$ cat src/design/assert_macros.svh
// Assertion macros shared by the blit RTL.
// Included by files that carry concurrent checks; no other dependencies.
`ifndef ASSERT_MACROS_SVH
`define ASSERT_MACROS_SVH

`ifndef SYNTHESIS
// Implication check, sampled on the rising clock edge, off during reset
`define BFB_ASSERT(lbl, clk, rst_n, prop) \
  lbl: assert property (@(posedge clk) disable iff (!rst_n) prop) \
    else $error("%m: check failed");
// Condition that must never be seen on a clock edge
`define BFB_ASSERT_NEVER(lbl, clk, rst_n, cond) \
  lbl: assert property (@(posedge clk) disable iff (!rst_n) !(cond)) \
    else $error("%m: forbidden condition seen");
`else
`define BFB_ASSERT(lbl, clk, rst_n, prop)
`define BFB_ASSERT_NEVER(lbl, clk, rst_n, cond)
`endif

`endif

$ cat src/design/bfb_pkg.sv
// Shared types and constants of the BMP-to-framebuffer blit.
// No dependencies; imported by every module of the block.
`default_nettype none

package bfb_pkg;

  // Parameter defaults
  localparam int DEF_MAX_IMAGE_DIM = 4095;
  localparam int DEF_SHRINK_FACTOR = 3;
  localparam int DEF_FB_INDEX_BITS = 20;

  // BMP header layout
  localparam int HDR_BYTES  = 54;
  localparam int WIDTH_OFS  = 18;
  localparam int HEIGHT_OFS = 22;
  localparam int HCNT_BITS  = 6;

  // Field widths
  localparam int BYTE_BITS     = 8;
  localparam int COORD_BITS    = 10;
  localparam int SCREEN_BITS   = 11;
  localparam int PIXEL_BITS    = 24;
  localparam int FB_OUT_BITS   = 20;
  localparam int CFG_ADDR_BITS = 3;
  localparam int CFG_DATA_BITS = 11;

  // Register reset values
  localparam logic [SCREEN_BITS-1:0] RST_SCREEN_W = 11'd800;
  localparam logic [SCREEN_BITS-1:0] RST_SCREEN_H = 11'd480;

  // Configuration register indexes
  typedef enum logic [CFG_ADDR_BITS-1:0] {
    REG_DEST_X,
    REG_DEST_Y,
    REG_SCREEN_W,
    REG_SCREEN_H,
    REG_SHRINK
  } cfg_reg_t;

  // Byte position inside a BGR triple
  typedef enum logic [1:0] {
    PH_BLUE,
    PH_GREEN,
    PH_RED
  } phase_t;

  // Configuration as seen by the datapath
  typedef struct packed {
    logic [COORD_BITS-1:0]  dest_x;
    logic [COORD_BITS-1:0]  dest_y;
    logic [SCREEN_BITS-1:0] screen_w;
    logic [SCREEN_BITS-1:0] screen_h;
    logic                   shrink;
  } cfg_t;

  // Clipped pixel waiting for its index computation
  typedef struct packed {
    logic                   valid;
    logic [SCREEN_BITS-1:0] row;
    logic [SCREEN_BITS-1:0] col;
    logic [PIXEL_BITS-1:0]  pixel;
  } pix_cand_t;

endpackage

`default_nettype wire

$ cat src/design/bfb_parse.sv
// Byte parser of the blit: header capture, row/column tracking, flip, shrink and clip.
// Depends on bfb_pkg; feeds a registered pixel candidate to bfb_index.
`default_nettype none

module bfb_parse import bfb_pkg::*; #(
  parameter int MAX_IMAGE_DIM = DEF_MAX_IMAGE_DIM,
  parameter int SHRINK_FACTOR = DEF_SHRINK_FACTOR
) (
  input  logic                 clk,
  input  logic                 rst_n,
  input  cfg_t                 cfg,
  input  logic                 in_tvalid,
  output logic                 in_tready,
  input  logic [BYTE_BITS-1:0] file_byte,
  input  logic                 file_start,
  input  logic                 s2_ready,
  output pix_cand_t            cand
);

  localparam int DIM_BITS  = $clog2(MAX_IMAGE_DIM + 1);
  localparam int MOD_BITS  = $clog2(SHRINK_FACTOR);
  localparam int SUM_BITS  = DIM_BITS + 4;
  localparam int RCP_SHIFT = DIM_BITS + 3;
  localparam int RCP_BITS  = RCP_SHIFT;
  localparam int PROD_BITS = DIM_BITS + RCP_BITS;
  localparam int POS_BITS  = ((DIM_BITS > COORD_BITS) ? DIM_BITS : COORD_BITS) + 1;
  // ceil(2^shift / factor): exact quotient for every value below 2^DIM_BITS
  localparam logic [RCP_BITS-1:0] RECIP =
    RCP_BITS'(((64'd1 << RCP_SHIFT) + SHRINK_FACTOR - 1) / SHRINK_FACTOR);
  localparam logic [MOD_BITS-1:0] MOD_LAST = MOD_BITS'(SHRINK_FACTOR - 1);
  localparam logic [SUM_BITS-1:0] FACTOR   = SUM_BITS'(SHRINK_FACTOR);

  // Header state
  logic [HCNT_BITS-1:0] hcnt_r, hcnt_nxt;
  logic [23:0]          cap_r, cap_nxt;
  logic [DIM_BITS-1:0]  img_w_r, img_w_nxt;
  logic [DIM_BITS-1:0]  img_h_r, img_h_nxt;
  logic                 oversize_r, oversize_nxt;

  // Pixel data state
  logic [DIM_BITS-1:0]  row_r, row_nxt;
  logic [DIM_BITS-1:0]  col_r, col_nxt;
  logic [DIM_BITS-1:0]  col_div_r, col_div_nxt;
  logic [MOD_BITS-1:0]  col_mod_r, col_mod_nxt;
  logic [DIM_BITS-1:0]  top_r, top_nxt;
  logic [DIM_BITS-1:0]  top_div_r, top_div_nxt;
  logic [MOD_BITS-1:0]  top_mod_r, top_mod_nxt;
  phase_t               phase_r, phase_nxt;
  logic [1:0]           pad_r, pad_nxt;
  logic [BYTE_BITS-1:0] blue_r, blue_nxt;
  logic [BYTE_BITS-1:0] green_r, green_nxt;

  // Constant-reciprocal product of (height - 1)
  logic [PROD_BITS-1:0] prod_r;
  pix_cand_t            cand_r;

  logic                 in_acc;
  logic [HCNT_BITS-1:0] hcnt_cur;
  logic [23:0]          cap_cur;
  logic [1:0]           byte_sel;
  logic [31:0]          size_val;
  logic [DIM_BITS-1:0]  h_m1;
  logic [DIM_BITS-1:0]  h_quot;
  logic [SUM_BITS-1:0]  h_rem;
  logic                 data_ok;
  logic                 place;
  logic                 adv_row;
  logic                 shrink_hit;
  logic [DIM_BITS-1:0]  row_base, col_base;
  logic [POS_BITS-1:0]  scr_row, scr_col;
  logic                 on_screen;
  logic                 keep;

  assign in_tready = !cand_r.valid || s2_ready;
  assign in_acc    = in_tvalid && in_tready;
  assign cand      = cand_r;

  // Division of (height - 1) by the shrink factor, used to seed the row counters
  assign h_m1   = img_h_r - DIM_BITS'(1);
  assign h_quot = prod_r[PROD_BITS-1:RCP_SHIFT];
  assign h_rem  = SUM_BITS'(h_m1) - SUM_BITS'(h_quot) * FACTOR;

  // Start of file restarts the header from this byte
  assign hcnt_cur = file_start ? '0 : hcnt_r;
  assign cap_cur  = file_start ? '0 : cap_r;
  assign byte_sel = 2'(hcnt_cur - HCNT_BITS'(WIDTH_OFS));
  assign size_val = {file_byte, cap_cur};

  assign data_ok = !oversize_r && (img_w_r != '0) && (img_h_r != '0) && (row_r < img_h_r);

  // Screen placement of the pixel completed by this byte
  assign shrink_hit = (top_mod_r == '0) && (col_mod_r == '0) &&
                      (SUM_BITS'(top_r) + FACTOR <= SUM_BITS'(img_h_r)) &&
                      (SUM_BITS'(col_r) + FACTOR <= SUM_BITS'(img_w_r));
  assign row_base  = cfg.shrink ? top_div_r : top_r;
  assign col_base  = cfg.shrink ? col_div_r : col_r;
  assign scr_row   = POS_BITS'(row_base) + POS_BITS'(cfg.dest_y);
  assign scr_col   = POS_BITS'(col_base) + POS_BITS'(cfg.dest_x);
  assign on_screen = (scr_row < POS_BITS'(cfg.screen_h)) && (scr_col < POS_BITS'(cfg.screen_w));
  assign keep      = place && (!cfg.shrink || shrink_hit) && on_screen;

  // Next-state logic for one accepted byte
  always_comb begin
    hcnt_nxt     = hcnt_r;
    cap_nxt      = cap_r;
    img_w_nxt    = img_w_r;
    img_h_nxt    = img_h_r;
    oversize_nxt = oversize_r;
    row_nxt      = row_r;
    col_nxt      = col_r;
    col_div_nxt  = col_div_r;
    col_mod_nxt  = col_mod_r;
    top_nxt      = top_r;
    top_div_nxt  = top_div_r;
    top_mod_nxt  = top_mod_r;
    phase_nxt    = phase_r;
    pad_nxt      = pad_r;
    blue_nxt     = blue_r;
    green_nxt    = green_r;
    place        = 1'b0;
    adv_row      = 1'b0;

    if (in_acc) begin
      if (file_start || (hcnt_r < HCNT_BITS'(HDR_BYTES))) begin
        // Header byte
        hcnt_nxt = hcnt_cur + HCNT_BITS'(1);
        cap_nxt  = cap_cur;
        if (file_start) begin
          img_w_nxt    = '0;
          img_h_nxt    = '0;
          oversize_nxt = 1'b0;
          row_nxt      = '0;
          col_nxt      = '0;
          col_div_nxt  = '0;
          col_mod_nxt  = '0;
          phase_nxt    = PH_BLUE;
          pad_nxt      = '0;
        end
        if ((hcnt_cur >= HCNT_BITS'(WIDTH_OFS)) && (hcnt_cur < HCNT_BITS'(HEIGHT_OFS + 4))) begin
          if (byte_sel == 2'd3) begin
            if (size_val > 32'(MAX_IMAGE_DIM)) begin
              oversize_nxt = 1'b1;
            end else if (hcnt_cur == HCNT_BITS'(WIDTH_OFS + 3)) begin
              img_w_nxt = DIM_BITS'(size_val);
            end else begin
              img_h_nxt = DIM_BITS'(size_val);
            end
            cap_nxt = '0;
          end else begin
            cap_nxt = cap_cur | (24'(file_byte) << {byte_sel, 3'b000});
          end
        end
        // Last header byte: seed the top-down row counters
        if (hcnt_cur == HCNT_BITS'(HDR_BYTES - 1)) begin
          top_nxt     = h_m1;
          top_div_nxt = h_quot;
          top_mod_nxt = h_rem[MOD_BITS-1:0];
        end
      end else if (data_ok) begin
        if (pad_r != 2'd0) begin
          // Row padding
          pad_nxt = pad_r - 2'd1;
          adv_row = (pad_r == 2'd1);
        end else begin
          case (phase_r)
            PH_BLUE: begin
              blue_nxt  = file_byte;
              phase_nxt = PH_GREEN;
            end
            PH_GREEN: begin
              green_nxt = file_byte;
              phase_nxt = PH_RED;
            end
            PH_RED: begin
              phase_nxt = PH_BLUE;
              place     = 1'b1;
              col_nxt   = col_r + DIM_BITS'(1);
              if (col_mod_r == MOD_LAST) begin
                col_mod_nxt = '0;
                col_div_nxt = col_div_r + DIM_BITS'(1);
              end else begin
                col_mod_nxt = col_mod_r + MOD_BITS'(1);
              end
              // Row end: padding to four bytes equals width mod 4
              if (col_r == img_w_r - DIM_BITS'(1)) begin
                if (img_w_r[1:0] == 2'd0) begin
                  adv_row = 1'b1;
                end else begin
                  pad_nxt = img_w_r[1:0];
                end
              end
            end
            default: phase_nxt = PH_BLUE;
          endcase
        end

        // Move up one file row, i.e. one screen row toward the top
        if (adv_row) begin
          row_nxt     = row_r + DIM_BITS'(1);
          col_nxt     = '0;
          col_div_nxt = '0;
          col_mod_nxt = '0;
          top_nxt     = top_r - DIM_BITS'(1);
          if (top_mod_r == '0) begin
            top_mod_nxt = MOD_LAST;
            top_div_nxt = top_div_r - DIM_BITS'(1);
          end else begin
            top_mod_nxt = top_mod_r - MOD_BITS'(1);
          end
        end
      end
    end
  end

  // Control state
  always_ff @(posedge clk) begin
    if (!rst_n) begin
      hcnt_r       <= '0;
      cap_r        <= '0;
      img_w_r      <= '0;
      img_h_r      <= '0;
      oversize_r   <= 1'b0;
      row_r        <= '0;
      col_r        <= '0;
      col_div_r    <= '0;
      col_mod_r    <= '0;
      top_r        <= '0;
      top_div_r    <= '0;
      top_mod_r    <= '0;
      phase_r      <= PH_BLUE;
      pad_r        <= '0;
      cand_r.valid <= 1'b0;
    end else begin
      hcnt_r     <= hcnt_nxt;
      cap_r      <= cap_nxt;
      img_w_r    <= img_w_nxt;
      img_h_r    <= img_h_nxt;
      oversize_r <= oversize_nxt;
      row_r      <= row_nxt;
      col_r      <= col_nxt;
      col_div_r  <= col_div_nxt;
      col_mod_r  <= col_mod_nxt;
      top_r      <= top_nxt;
      top_div_r  <= top_div_nxt;
      top_mod_r  <= top_mod_nxt;
      phase_r    <= phase_nxt;
      pad_r      <= pad_nxt;
      if (in_tready) begin
        cand_r.valid <= in_acc && keep;
      end
    end
  end

  // Payload registers
  always_ff @(posedge clk) begin
    blue_r  <= blue_nxt;
    green_r <= green_nxt;
    prod_r  <= PROD_BITS'(h_m1) * PROD_BITS'(RECIP);
    if (in_tready) begin
      cand_r.row   <= scr_row[SCREEN_BITS-1:0];
      cand_r.col   <= scr_col[SCREEN_BITS-1:0];
      cand_r.pixel <= {file_byte, green_r, blue_r};
    end
  end

endmodule

`default_nettype wire

$ cat src/design/bfb_index.sv
// Framebuffer index stage: row * screen_width + column, wrapped, into the output register.
// Depends on bfb_pkg; takes the pixel candidate from bfb_parse.
`default_nettype none

module bfb_index import bfb_pkg::*; #(
  parameter int FB_INDEX_BITS = DEF_FB_INDEX_BITS
) (
  input  logic                   clk,
  input  logic                   rst_n,
  input  logic [SCREEN_BITS-1:0] screen_w,
  input  pix_cand_t              cand,
  output logic                   s2_ready,
  input  logic                   out_tready,
  output logic                   out_tvalid,
  output logic [FB_OUT_BITS-1:0] fb_index,
  output logic [PIXEL_BITS-1:0]  pixel
);

  localparam int IDX_W      = 2 * SCREEN_BITS + 1;
  localparam int MASK_SHIFT = (FB_INDEX_BITS >= IDX_W) ? 0 : IDX_W - FB_INDEX_BITS;
  localparam logic [IDX_W-1:0] IDX_MASK = {IDX_W{1'b1}} >> MASK_SHIFT;

  logic                   out_valid_r;
  logic [FB_OUT_BITS-1:0] fb_index_r;
  logic [PIXEL_BITS-1:0]  pixel_r;
  logic [IDX_W-1:0]       idx_full;
  logic [IDX_W-1:0]       idx_wrap;

  // Linear index, wrapped to the framebuffer address width
  assign idx_full = IDX_W'(cand.row) * IDX_W'(screen_w) + IDX_W'(cand.col);
  assign idx_wrap = idx_full & IDX_MASK;

  assign s2_ready   = !out_valid_r || out_tready;
  assign out_tvalid = out_valid_r;
  assign fb_index   = fb_index_r;
  assign pixel      = pixel_r;

  // Output valid
  always_ff @(posedge clk) begin
    if (!rst_n) begin
      out_valid_r <= 1'b0;
    end else if (s2_ready) begin
      out_valid_r <= cand.valid;
    end
  end

  // Output payload
  always_ff @(posedge clk) begin
    if (s2_ready && cand.valid) begin
      fb_index_r <= idx_wrap[FB_OUT_BITS-1:0];
      pixel_r    <= cand.pixel;
    end
  end

endmodule

`default_nettype wire

$ cat src/design/bmp_to_framebuffer_blit.sv
// Top level of the BMP-to-framebuffer blit: configuration registers, parser and index stage.
// Depends on bfb_pkg, bfb_parse, bfb_index and assert_macros.svh.
//
// Usage:
//   The input stream carries a 24-bit BMP file one byte per transaction, in_tuser set
//   on the first byte of each file. Bytes 18..21 and 22..25 give width and height;
//   pixel data from byte 54 is read as bottom-up BGR rows padded to four bytes.
//   Each pixel that lands on screen leaves as one output transaction holding its
//   framebuffer index (row * screen_width + column) and its 24-bit 0xRRGGBB value.
//   Header bytes, padding, clipped or skipped pixels and oversize images give none.
//   One byte is taken every cycle while in_tready is high; a pixel completed by its red
//   byte goes through the candidate register, then the output register, to out_tvalid.
//   If the receiver stalls, the output register and the candidate register fill;
//   in_tready then drops until the output transaction completes.
//   Configuration is written through cfg_we/cfg_addr/cfg_wdata while the stream is
//   idle. Synchronous active-low reset clears the registers to their defaults
//   (screen 800 x 480, origin 0, full size) and restarts header parsing.
`default_nettype none
`include "assert_macros.svh"

module bmp_to_framebuffer_blit import bfb_pkg::*; #(
  parameter int MAX_IMAGE_DIM = DEF_MAX_IMAGE_DIM,
  parameter int SHRINK_FACTOR = DEF_SHRINK_FACTOR,
  parameter int FB_INDEX_BITS = DEF_FB_INDEX_BITS
) (
  input  logic                     clk,
  input  logic                     rst_n,
  // Input stream
  input  logic                     in_tvalid,
  output logic                     in_tready,
  input  logic [7:0]               in_tdata,   // [7:0] file_byte
  input  logic                     in_tuser,   // [0] file_start
  // Result stream
  output logic                     out_tvalid,
  input  logic                     out_tready,
  output logic [47:0]              out_tdata,  // [19:0] fb_index, [43:20] pixel, zero fill
  // Configuration write port
  input  logic                     cfg_we,
  input  logic [CFG_ADDR_BITS-1:0] cfg_addr,
  input  logic [CFG_DATA_BITS-1:0] cfg_wdata
);

  cfg_t                   cfg_r;
  pix_cand_t              cand;
  logic                   s2_ready;
  logic [FB_OUT_BITS-1:0] fb_index;
  logic [PIXEL_BITS-1:0]  pixel;

  // Configuration registers
  always_ff @(posedge clk) begin
    if (!rst_n) begin
      cfg_r.dest_x   <= '0;
      cfg_r.dest_y   <= '0;
      cfg_r.screen_w <= RST_SCREEN_W;
      cfg_r.screen_h <= RST_SCREEN_H;
      cfg_r.shrink   <= 1'b0;
    end else if (cfg_we) begin
      unique case (cfg_reg_t'(cfg_addr))
        REG_DEST_X:   cfg_r.dest_x   <= cfg_wdata[COORD_BITS-1:0];
        REG_DEST_Y:   cfg_r.dest_y   <= cfg_wdata[COORD_BITS-1:0];
        REG_SCREEN_W: cfg_r.screen_w <= cfg_wdata[SCREEN_BITS-1:0];
        REG_SCREEN_H: cfg_r.screen_h <= cfg_wdata[SCREEN_BITS-1:0];
        REG_SHRINK:   cfg_r.shrink   <= cfg_wdata[0];
        default: ;
      endcase
    end
  end

  bfb_parse #(
    .MAX_IMAGE_DIM (MAX_IMAGE_DIM),
    .SHRINK_FACTOR (SHRINK_FACTOR)
  ) u_parse (
    .clk        (clk),
    .rst_n      (rst_n),
    .cfg        (cfg_r),
    .in_tvalid  (in_tvalid),
    .in_tready  (in_tready),
    .file_byte  (in_tdata),
    .file_start (in_tuser),
    .s2_ready   (s2_ready),
    .cand       (cand)
  );

  bfb_index #(
    .FB_INDEX_BITS (FB_INDEX_BITS)
  ) u_index (
    .clk        (clk),
    .rst_n      (rst_n),
    .screen_w   (cfg_r.screen_w),
    .cand       (cand),
    .s2_ready   (s2_ready),
    .out_tready (out_tready),
    .out_tvalid (out_tvalid),
    .fb_index   (fb_index),
    .pixel      (pixel)
  );

  assign out_tdata = {4'b0000, pixel, fb_index};

  // Back-pressure only when both pipeline registers hold a pixel and the sink stalls
  `BFB_ASSERT(a_ready_only_when_full, clk, rst_n, !in_tready |-> (cand.valid && out_tvalid && !out_tready))
  // A pending candidate moves into the output register when that register frees up
  `BFB_ASSERT(a_cand_moves_out, clk, rst_n, (cand.valid && (!out_tvalid || out_tready)) |=> out_tvalid)
  // No candidate appears without an accepted byte
  `BFB_ASSERT(a_no_phantom_cand, clk, rst_n, (in_tready && !in_tvalid) |=> !cand.valid)

endmodule

`default_nettype wire
$ cat config.mk
export PLATFORM = sky130hd
export DESIGN_NAME = bmp_to_framebuffer_blit
export DESIGN_NICKNAME = d
export VERILOG_FILES = /design/src/design/bfb_pkg.sv /design/src/design/bfb_parse.sv /design/src/design/bfb_index.sv /design/src/design/bmp_to_framebuffer_blit.sv
export VERILOG_INCLUDE_DIRS = /design/src /design/src/design
export SDC_FILE = /design/constraint.sdc
export NUM_CORES = 1
export LEC_CHECK = 0
export BUFFER_PORTS_ARGS = -buffer_cell sky130_fd_sc_hd__buf_2
export CORE_MARGIN = 1
export CORE_UTILIZATION = 32
export DETAILED_ROUTE_END_ITERATION = 10
export PLACE_DENSITY = 0.55
export SKIP_LAST_GASP = 1
export SLEW_MARGIN = 25
export SYNTH_ARGS = -nofsm -noshare
export SYNTH_HDL_FRONTEND = slang
export SYNTH_SLANG_ARGS = --single-unit
$ cat constraint.sdc
create_clock -name clk -period 6 [get_ports clk]
set_input_delay 0.6 -clock clk [delete_from_list [all_inputs] [get_ports clk]]
set_output_delay 0.6 -clock clk [all_outputs]
set_load 0.005 [all_outputs]
==> Word level (Yosys, flattened, before mapping) <==
Index checks and enable logic that the tools add are counted.
{ "classes": {"addsub": 18, "mul": 3, "order_cmp": 9, "eq_ne": 17, "n_shift": 1, "n_mux": 78, "n_bitwise": 3, "reduce_logical": 51} }
{ "op_table": {"columns": ["operator", "n"], "rows": [
  ["$mux W12", 36],
  ["$mux W24", 3],
  ["$sub A12 B1 Y12 const B", 4],
  ["$mux W2", 21],
  ["$add A12 B1 Y12 const B", 3],
  ["$gt A32 B12 Y1 const B", 1],
  ["$le A16 B12 Y1", 2],
  ["$add A12 B10 Y13", 2],
  ["$add A12 B2 Y13 const B", 2],
  ["$lt A13 B11 Y1", 2],
  ["$mul A12 B14 Y26 const B", 1],
  ["$or A24 B24 Y24", 1],
  ["$reduce_bool A12 Y1", 2],
  ["$shl A8 B5 Y24", 1],
  ["$add A20 B11 Y20", 1],
  ["$mul A11 B11 Y20", 1],
  ["$reduce_and A5 Y1", 4],
  ["$mux W1", 16],
  ["$logic_and A1 B1 Y1", 13],
  ["$eq A12 B12 Y1", 1],
  ["$lt A12 B12 Y1", 1],
  ["$reduce_and A2 Y1", 6],
  ["$reduce_and A4 Y1", 3],
  ["$reduce_and A6 Y1", 2],
  ["other kinds (29)", 51]
]} }
{ "totals": {"reg_bits": 300, "in_bits": 28, "output_inout_bits": 50, "word_cells": 209} }

==> Longest topological paths before layout <==
Gate-level depths: netlist (run 1).
{ "depth": {"depth_word": 11, "ltp_mapped": 24, "depth_no_buf": 23} }

==> Modules after synthesis <==
From an unflattened synthesis (run 1), not the netlist that was laid out.
{ "unflattened": {"hier_cells": 2310, "area_unflattened_um2": 21365.5} }
{ "modules_own_cells": {"columns": ["module", "n_inst", "cells_per_inst", "area_per_inst_um2", "seq_area_each_um2"], "rows": [
  ["bfb_parse", 1, 1600, 14199.9, 4564.4],
  ["bfb_index", 1, 542, 5467.7, 1341.3],
  ["bmp_to_framebuffer_blit", 1, 168, 1697.9, 860.8]
]} }

==> Worst setup path after synthesis (run 1) <==
No wires, ideal clock.
{ "synth_timing": {"path_type": "register to register", "start": "register u_parse.img_h_r[2]", "end": "register u_parse.prod_r[24]", "setup_time_ns": 0.072, "arrival_time_ns": 5.896, "required_ns": 5.928, "setup_slack_ns": 0.033, "path_stages_with_launch": 21, "path_buffers": 1, "period_less_slack_ns": 5.967, "path_cell_list": "dfxtp_1 > clkbuf_1 > nor4_1 > and4_1 > xnor2_1 > ha_1 > inv_1 > fa_1 > fa_1 > fa_1 > fa_1 > inv_1 > ha_1 > o21a_1 > o21ai_0 > a2111oi_0 > o21ai_0 > o31ai_1 > a31oi_1 > o21bai_1 > xor2_1"} }
{ "synth_between": {"elab_chain_len": 2} }
{ "synth_rtl": {"columns": ["item", "line_no", "source"], "rows": [
  ["from (decl)", "bfb_parse.sv:37", "logic [DIM_BITS-1:0] img_h_r, img_h_nxt;"],
  ["from (signal assigned)", "bfb_parse.sv:237", "img_h_r <= img_h_nxt;"],
  ["$sub A12 B1 Y12", "bfb_parse.sv:79", "assign h_m1 = img_h_r - DIM_BITS'(1);"],
  ["$mul A12 B14 Y26", "bfb_parse.sv:258", "prod_r <= PROD_BITS'(h_m1) * PROD_BITS'(RECIP);"],
  ["to (signal assigned)", "bfb_parse.sv:258", null],
  ["to (decl)", "bfb_parse.sv:54", "logic [PROD_BITS-1:0] prod_r;"]
]} }
No other way between the ends.
A chain may end at the register's enable or synchronous reset.

==> Worst setup path in the final report (run 1) <==
{ "layout_timing": {"start": "register u_parse.img_h_r[0]", "end": "register u_parse.prod_r[20]"} }
The elaborated chain is that of the path after synthesis.

==> results of run 1 <==
==> stage by stage <==
stage / TNS, ps / instances
after floorplan: 0 / 2275
after global placement: -35.66 / 3139
after detailed placement: -253.9 / 3139
after CTS: 0 / 3199
after global routing: -12.99 / 3199
final: 0 / 3199
==> area by class of cell <==
class | count | share of cell area
Clock buffer | 47 | 0.04072
Clock inverter | 13 | 0.006483
Inverter | 267 | 0.04297
Multi-Input combinational cell | 1617 | 0.5451
Sequential cell | 285 | 0.2897
Tap cell | 855 | 0.04581
Timing Repair Buffer | 115 | 0.02915
==> state kept, by name, summed over array words and instances, names as in the netlist, 8 cells and up <==
signal and count:
cfg_r 43, u_parse.prod_r 11, u_parse.img_w_r 12, u_parse.cap_r 24
u_parse.green_r 8, u_parse.col_r 12, u_parse.blue_r 8, u_parse.img_h_r 12
u_parse.col_div_r 12, u_index.fb_index 20, u_parse.cand 47, u_parse.top_r 12
u_parse.row_r 12, u_parse.top_div_r 12, u_index.pixel 24
==> report_power, final <==
group | switching, mW | internal [mW] | total [mW]
clock | 0.843 | 1.24 | 2.08
combinational | 0.121 | 0.0577 | 0.179
sequential | 0.0183 | 2.01 | 2.03
==> layout by cell type (no fill, tap or decap), types with 42 or more instances in the layout <==
cell type	count
and2_1	43
ha_1	210
nand3_1	49
edfxtp_1	106
buf_2	73
nor2_1	165
fa_1	132
buf_4	42
a21oi_1	108
nand2_1	262
o21ai_0	80
dfxtp_1	179
a22oi_1	51
inv_1	266
xnor2_1	74
==> metal layers <==
metal,track usage,vias up
met5,0,-
met2,0.2773,320
li1,-,7894
met3,0.02098,73
met1,0.2083,7951
met4,0.04712,0
==> kinds of logic after synthesis <==
family	count (synthesis)	synth area share
DFF	285	0.3245
xor gates and xnor gates	101	0.04243
and+or+nand+nor	721	0.1650
adders and majority gates	343	0.2534
buffers and inverters	373	0.06841
other	1	0.0001799
muxes	30	0.01530
AOI/OAI and AO/OA	418	0.1308
==> final timing paths <==
path | slack (ps) | cells past startpoint | to | startpoint
worst min-delay path | 310 | 3 | cfg_r[22] | cfg_wdata[10]
worst max register to register | 340 | 23 | u_parse.prod_r[20] | u_parse.img_h_r[0]
worst min register to register | 420 | 0 | u_parse.cand[12] | u_parse.green_r[4]
worst max-delay path | 340 | 23 | u_parse.prod_r[20] | u_parse.img_h_r[0]
==> worst max-delay path: stages, from the launching register on <==
cell,delay (ps)
dfxtp_1,370
inv_1,170
ha_1,300
nand3_1,120
xnor2_1,140
buf_4,160
ha_1,290
ha_1,270
inv_1,50
fa_1,500
inv_1,60
fa_1,550
inv_1,60
fa_1,540
inv_1,40
ha_1,280
o21a_1,180
o21ai_0,300
o22ai_1,180
o21ai_2,230
nor2b_1,270
o21ai_0,180
a21oi_1,200
xnor2_1,130
==> timing repair <==
item	CTS	global route
pin swaps	0	1
setup buffers	0	0
endpoints found under the setup margin	5	8
resized for setup	2	8
==> results.yml, run 1 <==
floorplan:
  die-area_um2: 66180
  rows: 93
  core_um2: 64460
  die_height_um: 257.3
  die_w_um: 257.3
  initial_core_util: 0.3234
  ioPinCount: 78
yosys:
  ys_ff_latch: 285
  netlist_instances: 2272
  yosys-top-cells-count: "267 x inv_1, 262 x nand2_1, 211 x ha_1, 179 x dfxtp_1, 165 x nor2_1"
  synth_top_area_share: 0.1719
  synth.cell_area_um2: 20850
  netlist_top_cells_area: "dfxtp_1 17%, edfxtp_1 15%, fa_1 13%"
  synthFlopType: "dfxtp_1"
  synth_edf_count: 106
  seq_area_frac_synth: 0.3245
  synth_cell_types: 78
  synth_warnings: 0
  yosysMostFrequentCell: "inv_1"
  async_flop_share: 0
  syn_area_per_cell_um2: 9.177
  yosysTopAreaCell: "dfxtp_1"
cells_and_area:
  diodes: 0
  syn_to_final_growth_pct: 12.01
  nets: 2691
  design_area_um2: 23350
  nFillCells: 6510
  multi_input_area_um2: 12730
  drive_gt1_frac: 0.08746
  utilization: 0.3623
  seq_area_um2: 6766
detailed_routing:
  first_pass_iters: 5
  drc: 0
  dr_wl_met3_um: 1889
  m1WireLength_um: 24130
  wl_met2_um: 25690
  first_iter_violations: 1078
  wirelength_um: 52960
  vias_per_cell: 5.076
  vias: 16240
  avgRoutedWirePerCell_um: 16.55
  ant_nets: 0
  highest_layer: "met4"
timing:
  fmax_mhz: 176.7
  skew_ps: 31.92
  hold_ws_ps: 309.6
  worst_pin_slew_ps: 1034
  relSlewSlack: 0.3106
  final_hold_viol_count: 0
  slew_viol_final: 0
  fin_crit_sh: 0.9432
  worst_slack_ps: 340.6
  setup_viol: 0
  min_period_ps: 5659
placement:
  placed_area_um2: 22210
  pre_cts_ws_ps: -130.3
  place_congestion: 0.8608
  hpwl_um: 40110
  io_buffer_count: 73
power:
  total_power_mw: 4.293
  p_leak_nw: 9.986
  powerDensity_nw_per_um2: 183.8
  ir_worst_vdd_uv: 151.0
grt:
  track_usage: 0.1607
  grt-ovfl-total: 0
  grt_start_max_net_pins: 80
  grt_pass1_vias: 16020
  antenna_found_initial: 0
  grt_first_pass_wirelength_um: 86020
clocking:
  worstSkewPairLatency_ps: 550
  hold_buffers: 0
  cts_tree: "done"
  clk_pin_slew_ps: 60
  cts.sinks: 285
  cts_made_buffers: 34
  htree_num_levels: 2
  cts_root_buffer: "clkbuf_16"
  clockBufferDepth: 3
worst_setup_path:
  endpoint_kind: "register"
  crit_arrival_ps: 6120
  critical_path_class: "register to register"
  worstPathRequired_ps: 6460
  cp_max_fo: 7
  start_kind: "register"
outcome:
  status: "finished clean"
worst_hold_path:
  hold_class: "input pin to register"
flow_run:
  drv_cap: 0
Power figures use the tool's default switching activity.
==> inputs of run 2 (changes only) <==
--- a/config.mk
+++ b/config.mk
@@ -10,7 +10,8 @@
 export CORE_MARGIN = 1
 export CORE_UTILIZATION = 32
 export DETAILED_ROUTE_END_ITERATION = 10
-export PLACE_DENSITY = 0.55
+export PLACE_DENSITY = 0.54
+export RECOVER_POWER = 100
 export SKIP_LAST_GASP = 1
 export SLEW_MARGIN = 25
 export SYNTH_ARGS = -nofsm -noshare
==> constraint.sdc (replaced) <==
create_clock -name clk -period 7.1 [get_ports clk]
set_input_delay 0.71 -clock clk [delete_from_list [all_inputs] [get_ports clk]]
set_output_delay 0.71 -clock clk [all_outputs]
set_load 0.005 [all_outputs]
==> run 2 against run 1 <==
The flow now finishes with violations (max-capacitance violations, max-slew violations). Combinational power decreased by 18%. Maximum frequency decreased by 11%. Critical path depth decreased by 4. Sequential power decreased by 15%. Power decreased by 16%. Routed wire length decreased by 0.21%. Utilization decreased by 0.42 points. Critical endpoint is now u_parse.prod_r[24]. Largest power group unchanged. Highest routed layer is now met5.
==> results.yml, run 2 (synthesis gave the netlist of run 1 again) <==
cells_and_area:
  nFillCells: 6576
  drive_gt1_frac: 0.05984
  largest_reg_flops: 47
  seq_area_um2: 6766
  syn_to_final_growth_pct: 10.72
  multi_input_area_um2: 12680
  final_cell_mix: "266 x inv_1, 262 x nand2_1, 211 x ha_1"
  nets: 2669
  final_cells: 3178
  final_common_cell: "inv_1"
  diodes: 0
timing:
  final_hold_viol_count: 0
  fin_crit_sh: 0.8990
  fmax_mhz: 156.7
  min_period_ps: 6383
  rsz0062_at_grt: "no"
  worst_pin_slew_ps: 3086
  skew_ps: 28.82
  relSlewSlack: -1.058
  setup_viol: 0
  finalSetupTns_ps: 0
  slew_viol_final: 323
detailed_routing:
  vias_per_cell: 5.057
  first_iter_violations: 1067
  avgRoutedWirePerCell_um: 16.63
  first_pass_iters: 5
  vias: 16070
  wirelength_um: 52840
  drc: 0
  ant_nets: 0
grt:
  grt_start_max_net_pins: 68
  grt_pass1_vias: 16060
  track_usage: 0.1614
  antenna_found_initial: 1
  grt_first_pass_wirelength_um: 85940
  grt-ovfl-total: 0
placement:
  place_inst: 3117
  place_congestion: 0.8635
  hpwl_um: 39870
  io_buffer_count: 73
worst_setup_path:
  endpoint_kind: "register"
  worstPathRequired_ps: 7560
  cp-endpoint: "u_parse.prod_r[24]"
  critical_path_class: "register to register"
  crit_slowest_cell: "fa_1"
  r2r_cells: 19
  r2r_start: "u_parse.img_h_r[7]"
  regToRegEndpoint: "u_parse.prod_r[24]"
  cp_max_fo: 5
  cpMostUsedCell: "fa_1"
  crit_arrival_ps: 6850
  start_kind: "register"
  r2r_slack_ps: 720
  startpoint: "u_parse.img_h_r[7]"
  cp_slowest_stage_delay_ps: 530
  path_cells: "nor4_1 > and4_1 > xnor2_1 > ha_1 > inv_1 > fa_1 > fa_1 > fa_1 > fa_1 > inv_1 > ha_1 > o21a_1 > o21ai_0 > a2111oi_0 > o21ai_0 > o31ai_1 > a31oi_1 > o21bai_1 > xor2_1"
worst_hold_path:
  hp-start: "u_parse.cand[13]"
  hold_class: "register to register"
clocking:
  cts_setup_buffers: 0
  postCtsResizedCells: 0
  clockBufferDepth: 3
  clk_pin_slew_ps: 60
  cts_made_buffers: 34
  cts_root_buffer: "clkbuf_16"
  cts_tree: "done"
  cts.sinks: 285
  worstSkewPairLatency_ps: 560
  hold_buffers: 0
  htree_num_levels: 2
power:
  ir_worst_vdd_uv: 115.3
  powerDensity_nw_per_um2: 157.0
  p_leak_nw: 9.751
floorplan:
  die_height_um: 257.3
  rows: 93
  ioPinCount: 78
  die_w_um: 257.3
  core_um2: 64460
  initial_core_util: 0.3234
  die-area_um2: 66180
flow_run:
  drv_cap: 7
outcome:
  violations: "max-capacitance violations, max-slew violations"
  status: "finished, violations left"
==> run 2: changes by cell type in the layout (fill, tap and decap cells not counted), sizes merged <==
| cell | before | now |
|---|---|---|
| buf | 115 | 58 |
| inv | 269 | 266 |
| clkinvlp | 1 | 3 |
| clkbuf | 47 | 80 |
| clkinv | 7 | 11 |
==> run 2: worst min path at each step <==
stage | endpoint | slack, ps | cells past startpoint
6_report | u_index.pixel[13] | 410 | 0
5_1_grt | u_index.pixel[5] | 420 | 0
4_1_cts | cfg_r[22] | 390 | 3
3_5_place_dp | u_index.pixel[11] | 400 | 0
3_3_place_gp | u_index.pixel[22] | 400 | 0
2_1_floorplan | u_index.pixel[0] | 400 | 0
==> run 2: final cells by class <==
type / count / share of cell area
Clock buffer: 45 / 0.04049
Clock inverter: 16 / 0.007534
Inverter: 267 / 0.04347
Multi-Input combinational cell: 1617 / 0.5493
Sequential cell: 285 / 0.2931
Tap cell: 855 / 0.04634
Timing Repair Buffer: 93 / 0.01978
==> run 2: worst max-delay path: cells and delay by family (launching register included) <==
kind                       cells  cell delay [ps]
AOI/OAI and AO/OA              7             1870
buffers and inverters          2              130
and+or+nand+nor                2              840
xor gates and xnor gates       2              410
DFF                            1              360
adders and majority gates      6             2670
==> run 2: power breakdown <==
part	internal, mW	leakage [nW]	switching [mW]
Sequential	1.70	2.52	0.0173
Combinational	0.0463	6.70	0.100
Clock	1.04	0.530	0.720
Total	2.79	9.75	0.837
==> run 2: metrics by stage <==
step                hold WS, ps    util  setup WS (ps)  instance area, um2  power, mW
floorplan                 400.3       -           1133               20860      1.844
global placement          401.7  0.3418          671.4               22040      1.898
detailed placement        404.5  0.3419          710.9               22040      1.901
CTS                       387.8  0.3591          637.1               23150      3.683
global route              415.9  0.3581          40.81               23080      3.760
finish                    407.5  0.3581          717.3               23080      3.625
==> run 2: routing by layer <==
| layer | track usage | vias to the layer above | wire, um |
|---|---|---|---|
| met1 | 0.2105 | 7845 | 24070 |
| met2 | 0.2727 | 298 | 25410 |
| met3 | 0.02285 | 86 | 1874 |
| met5 | 0 | - | 13 |
| met4 | 0.05357 | 2 | 1481 |
| li1 | - | 7841 | - |
